<file path="config.mk">
export PLATFORM = sky130hd
export DESIGN_NAME = dblom_ctrl
export DESIGN_NICKNAME = d
export VERILOG_FILES = /design/src/design/dblom_pkg.sv /design/src/design/dblom_ctrl.sv
export SDC_FILE = /design/constraint.sdc
export NUM_CORES = 1
export LEC_CHECK = 0
export BUFFER_PORTS_ARGS = -buffer_cell sky130_fd_sc_hd__buf_2
export CAP_MARGIN = 20
export CORE_AREA = 2 2 39 41
export CTS_CLUSTER_DIAMETER = 60
export DETAILED_ROUTE_END_ITERATION = 10
export DIE_AREA = 0 0 41 43
export GPL_TIMING_DRIVEN = 1
export PLACE_DENSITY = 0.49
export SYNTH_ARGS = -nofsm -noshare
export SYNTH_HDL_FRONTEND = slang
export SYNTH_SLANG_ARGS = --single-unit
</file>
<file path="constraint.sdc">
create_clock -name clk -period 1.2 [get_ports clk]
set_input_delay 0.12 -clock clk [delete_from_list [all_inputs] [get_ports clk]]
set_output_delay 0.12 -clock clk [all_outputs]
set_load 0.03 [all_outputs]
</file>
<file path="src/design/dblom_pkg.sv">
package dblom_pkg;

	localparam int BOOK_DEPTH_DEF  = 16;
	localparam int NUM_SYMBOLS_DEF = 64;
	localparam int MAX_FILLS       = 16;

	localparam int SYM_W   = 6;
	localparam int LVL_W   = 4;
	localparam int WORD_W  = 32;

	// slave tdata field offsets
	localparam int IN_SYM_LO   = 0;
	localparam int IN_LVL_LO   = IN_SYM_LO + SYM_W;
	localparam int IN_SIDE_BIT = IN_LVL_LO + LVL_W;
	localparam int IN_LIMIT_LO = IN_SIDE_BIT + 1;
	localparam int IN_OQTY_LO  = IN_LIMIT_LO + WORD_W;
	localparam int IN_BPX_LO   = IN_OQTY_LO + WORD_W;
	localparam int IN_BQTY_LO  = IN_BPX_LO + WORD_W;
	localparam int IN_APX_LO   = IN_BQTY_LO + WORD_W;
	localparam int IN_AQTY_LO  = IN_APX_LO + WORD_W;
	localparam int IN_USED_W   = IN_AQTY_LO + WORD_W;
	localparam int IN_TDATA_W  = ((IN_USED_W + 7) / 8) * 8;

	localparam int OUT_USED_W  = SYM_W + 1 + WORD_W + WORD_W;
	localparam int OUT_TDATA_W = ((OUT_USED_W + 7) / 8) * 8;

	// one book entry: {ask qty, ask price, bid qty, bid price}
	localparam int ENTRY_W = 4 * WORD_W;

	localparam logic REQ_UPDATE = 1'b0;
	localparam logic REQ_MATCH  = 1'b1;

	localparam logic SIDE_BUY  = 1'b0;
	localparam logic SIDE_SELL = 1'b1;

	typedef enum logic [1:0] {
		ST_CLEAR,
		ST_IDLE,
		ST_WALK,
		ST_FLUSH
	} state_t;

	typedef struct packed {
		logic clr_step;
		logic take;
		logic walk_step;
		logic flush;
	} cmd_t;

	typedef struct packed {
		logic clr_last;
		logic start_walk;
		logic lvl_fill;
		logic lvl_final;
		logic pend_valid;
		logic out_free;
	} status_t;

endpackage

</file>
<file path="src/design/dblom_ctrl.sv">
module dblom_ctrl (
	input  logic              clk,
	input  logic              arst_n,
	input  logic              s_tvalid,
	output logic              s_tready,
	input  dblom_pkg::status_t status,
	output dblom_pkg::cmd_t    cmd
);

	dblom_pkg::state_t state_q;
	dblom_pkg::state_t state_d;

	always_ff @(posedge clk or negedge arst_n) begin
		if (!arst_n) begin
			state_q <= dblom_pkg::ST_CLEAR;
		end else begin
			state_q <= state_d;
		end
	end

	always_comb begin
		state_d       = state_q;
		s_tready      = 1'b0;
		cmd.clr_step  = 1'b0;
		cmd.take      = 1'b0;
		cmd.walk_step = 1'b0;
		cmd.flush     = 1'b0;
		case (state_q)
			dblom_pkg::ST_CLEAR: begin
				cmd.clr_step = 1'b1;
				if (status.clr_last) begin
					state_d = dblom_pkg::ST_IDLE;
				end
			end
			dblom_pkg::ST_IDLE: begin
				s_tready = 1'b1;
				cmd.take = s_tvalid;
				if (s_tvalid && status.start_walk) begin
					state_d = dblom_pkg::ST_WALK;
				end
			end
			dblom_pkg::ST_WALK: begin
				if (!status.pend_valid || status.out_free) begin
					cmd.walk_step = 1'b1;
					if (!status.lvl_fill) begin
						state_d = status.pend_valid ? dblom_pkg::ST_FLUSH
						                            : dblom_pkg::ST_IDLE;
					end else if (status.lvl_final) begin
						state_d = dblom_pkg::ST_FLUSH;
					end
				end
			end
			dblom_pkg::ST_FLUSH: begin
				if (status.out_free) begin
					cmd.flush = 1'b1;
					state_d   = dblom_pkg::ST_IDLE;
				end
			end
			default: begin
				state_d = dblom_pkg::ST_CLEAR;
			end
		endcase
	end

endmodule

</file>
==> flow_summary_export.csv <==
group,metric,value,unit
synthesis,ys_seq_elements,2,
job,cap_violations,0,
detailed_routing,drt-initial-drc-count,0,
setup_path,worst-setup-path-type,"reg -> out",
worst_hold_path,min-delay-path-class,"in -> async",
setup_path,crit_buf_inv,3,
sta,finalSetupTns,-0.6763,ns
die,die_w,41,um
detailed_routing,wl_per_cell,9.169,um
sta,setup_viol,6,
synthesis,synth_area,214.0,um^2
detailed_routing,vias,255,
final_layout,syn_to_final_growth,122.8,%
final_layout,max_flop_register,"state_q",
global_routing,grt_pass1_wl,938,um
power,power_leakage,0.2377,nW
setup_path,cp_cell_sequence,"inv_2 -> ha_4 -> buf_6 -> and2_4 -> buf_6",
detailed_routing,viasPerCell,3.923,
detailed_routing,drc_errors,0,
synthesis,ys_types,12,
run_status,violations,"negative setup slack",
sta,hold_viol,0,
setup_path,cp_top_family,"flip-flops",
global_routing,antenna_found_initial,0,
global_routing,grt_pass1_vias,249,
place,dp_slack,-0.1751,ns
power,comb_power_share,74.7,%
power,p_total,1.195,mW
power,max-vdd-ir-drop,0.5577,mV
die,row_count,14,
place,hpwlAfterDp,425.2,um
power,internal-power,702.9,uW
final_layout,top_regs,"state_q (2)",
power,power_frac_seq,12.2,%
die,pin_count,14,
die,die_area,0.001763,mm^2
setup_path,cp_max_fo,3,
sta,slew_viol_final,0,
detailed_routing,first_pass_iters,1,
clock_tree,cts_tree,"yes",
final_layout,stdcell_count,65,
setup_path,arrival,1.24,ns
final_layout,largest_register_ffs,2,
die,die_h,43,um
setup_path,crit_slowest_cell,"dfrtp_1",
power,power_per_cell_area,2507,mW/mm^2
sta,max_freq,736.9,MHz
sta,slew_headroom,90.01,%
final_layout,nNetsFinal,65,
clock_tree,clock-sinks,2,
die,core,0.001384,mm^2
sta,fin_crit,1.357,ns
sta,rsz0062_at_grt,"true",
synthesis,yosysWarnings,0,
run_status,outcome,"finished with violations",
final_layout,drive_gt1_share,69.39,%
place,dpl.cell_count,58,
setup_path,crit_path_end_kind,"output port",
sta,fin_skew,0.006751,ns
clock_tree,cts_root_buffer,"clkbuf_4",
sta,fin_hold_ws,0.1987,ns
power,p_sw,492.2,uW
synthesis,postSynthNetCount,38,
setup_path,worst_setup_path_start_kind,"register",
sta,tightestPinTransition,0.1457,ns
setup_path,crit_required,1.08,ns
place,gp_congestion,0.6321,
power,clock_power_share,13.0,%
sta,period_share,113.1,%
clock_tree,htreeDepth,1,
synthesis,ys_seq_area_share,23.39,%
die,initial_core_util,15.46,%
place,io_buffers,13,
final_layout,nFillCells,161,
setup_path,cpMostUsedCell,"buf_6",
final_layout,n_antenna_cell,0,
global_routing,grt_overflow_total,0,
sta,fin_ws,-0.1570,ns
clock_tree,numCtsBuffers,3,
synthesis,avgSynthCellArea,8.915,um^2
detailed_routing,wirelength,596,um
global_routing,track_usage,8.526,%
clock_tree,clk_path_buf_depth,2,
setup_path,cp_slowest_stage_delay,0.39,ns
synthesis,postSynthCellCount,24,
global_routing,grt_max_degree,5,
clock_tree,clk_latency,0.23,ns
clock_tree,clk_pin_slew_worst_paths,0.03,ns
detailed_routing,ant_nets,0,
power,switching_share,41.19,%
[through the flow]
stage / instance area (um^2) / utilization, %
floorplan: 230.2 / -
global placement: 352.8 / 25.50
detailed placement: 352.8 / 25.50
CTS: 475.5 / 34.36
global route: 476.7 / 34.45
finish: 476.7 / 34.45
[cell usage after synthesis]
| cell | number | area share [%] |
|---|---|---|
| o22ai_1 | 1 | 2.9 |
| dfrtp_1 | 2 | 23 |
| nand2b_1 | 1 | 2.9 |
| nand2_1 | 1 | 1.8 |
| o21ai_1 | 1 | 2.3 |
| ha_1 | 5 | 29 |
| o21a_1 | 1 | 3.5 |
| o21ai_0 | 1 | 2.3 |
| inv_1 | 5 | 8.8 |
| mux2i_1 | 2 | 9.4 |
| a221o_1 | 1 | 4.7 |
| and2_1 | 3 | 8.8 |
[final timing paths]
| kind | start | endpoint | slack [ns] | cells after the start |
|---|---|---|---|---|
| max | state_q[0]$_DFFE_PN0P_ | cmd[1] | -0.16 | 5 |
| min | arst_n | state_q[0]$_DFFE_PN0P_ | 0.20 | 2 |
| max reg2reg | state_q[0]$_DFFE_PN0P_ | state_q[1]$_DFFE_PN0P_ | -0.15 | 5 |
| min reg2reg | state_q[0]$_DFFE_PN0P_ | state_q[0]$_DFFE_PN0P_ | 0.83 | 4 |
| max in group asynchronous | arst_n | state_q[1]$_DFFE_PN0P_ | 0.89 | 2 |
| min in group clk | status[3] | state_q[1]$_DFFE_PN0P_ | 0.36 | 4 |
[placed cells by master, fill, tap and decap left out]
cell type | netlist | routed
nand2_1 | 1 | 1
and2_1 | 3 | 1
nand2b_1 | 1 | 1
o21ai_1 | 1 | 1
dlygate4sd3_1 | 0 | 1
o21a_1 | 1 | 1
buf_2 | 0 | 8
o21ai_0 | 1 | 1
mux2i_1 | 2 | 2
buf_4 | 0 | 7
dfrtp_2 | 0 | 1
inv_2 | 0 | 3
clkbuf_4 | 0 | 3
and2_4 | 0 | 2
dfrtp_1 | 2 | 1
ha_4 | 0 | 3
inv_1 | 5 | 2
buf_6 | 0 | 6
o22ai_2 | 0 | 1
ha_1 | 5 | 2
a221o_1 | 1 | 1
[layout make-up]
cell class / count / area (um^2) / share of cell area (%)
clock buffers: 3 / 22.52 / 4.724
inverters: 5 / 18.77 / 3.937
multi-input cells: 17 / 193.9 / 40.68
flip-flops and latches: 2 / 51.30 / 10.76
well taps: 16 / 20.02 / 4.199
repair buffers: 22 / 170.2 / 35.70
[kinds of logic after synthesis]
logic type,synth area share (%)
DFF,23.39
AOI/OAI and AO/OA,15.79
buffers and inverters,8.773
and+or+nand+nor,13.45
muxes,9.357
adders and majority gates,29.24
[worst reg2reg max path, stage by stage (launching register included)]
cell and delay, ns:
dfrtp_1 0.40, ha_1 0.22, inv_1 0.07, o22ai_2 0.08, a221o_1 0.31, mux2i_1 0.18
[per-layer routing]
metal | vias up | global-route usage (%) | share of wire (%)
li1 | 130 | - | -
met1 | 111 | 8.013 | 35
met2 | 11 | 13.13 | 51
met3 | 3 | 3.141 | 9.7
met4 | 0 | 8.000 | 4.0
met5 | - | 0 | 0
[power by group through the flow]
stage	Combinational (mW)	Sequential [mW]	Clock [mW]
after floorplan	0.440	0.130	0
after global placement	0.634	0.139	0
after detailed placement	0.634	0.140	0
after CTS	0.897	0.144	0.165
after global routing	0.973	0.152	0.177
final	0.893	0.146	0.156
[what timing repair did]
item	4_1_cts	5_1_grt
setup endpoints to repair	7	7
hold endpoints to repair	2	0
buffers inserted	3	0
gates cloned	0	0
hold buffers	1	0
resized for setup	19	1
pin swaps	3	0
Power figures use the tool's default switching activity.
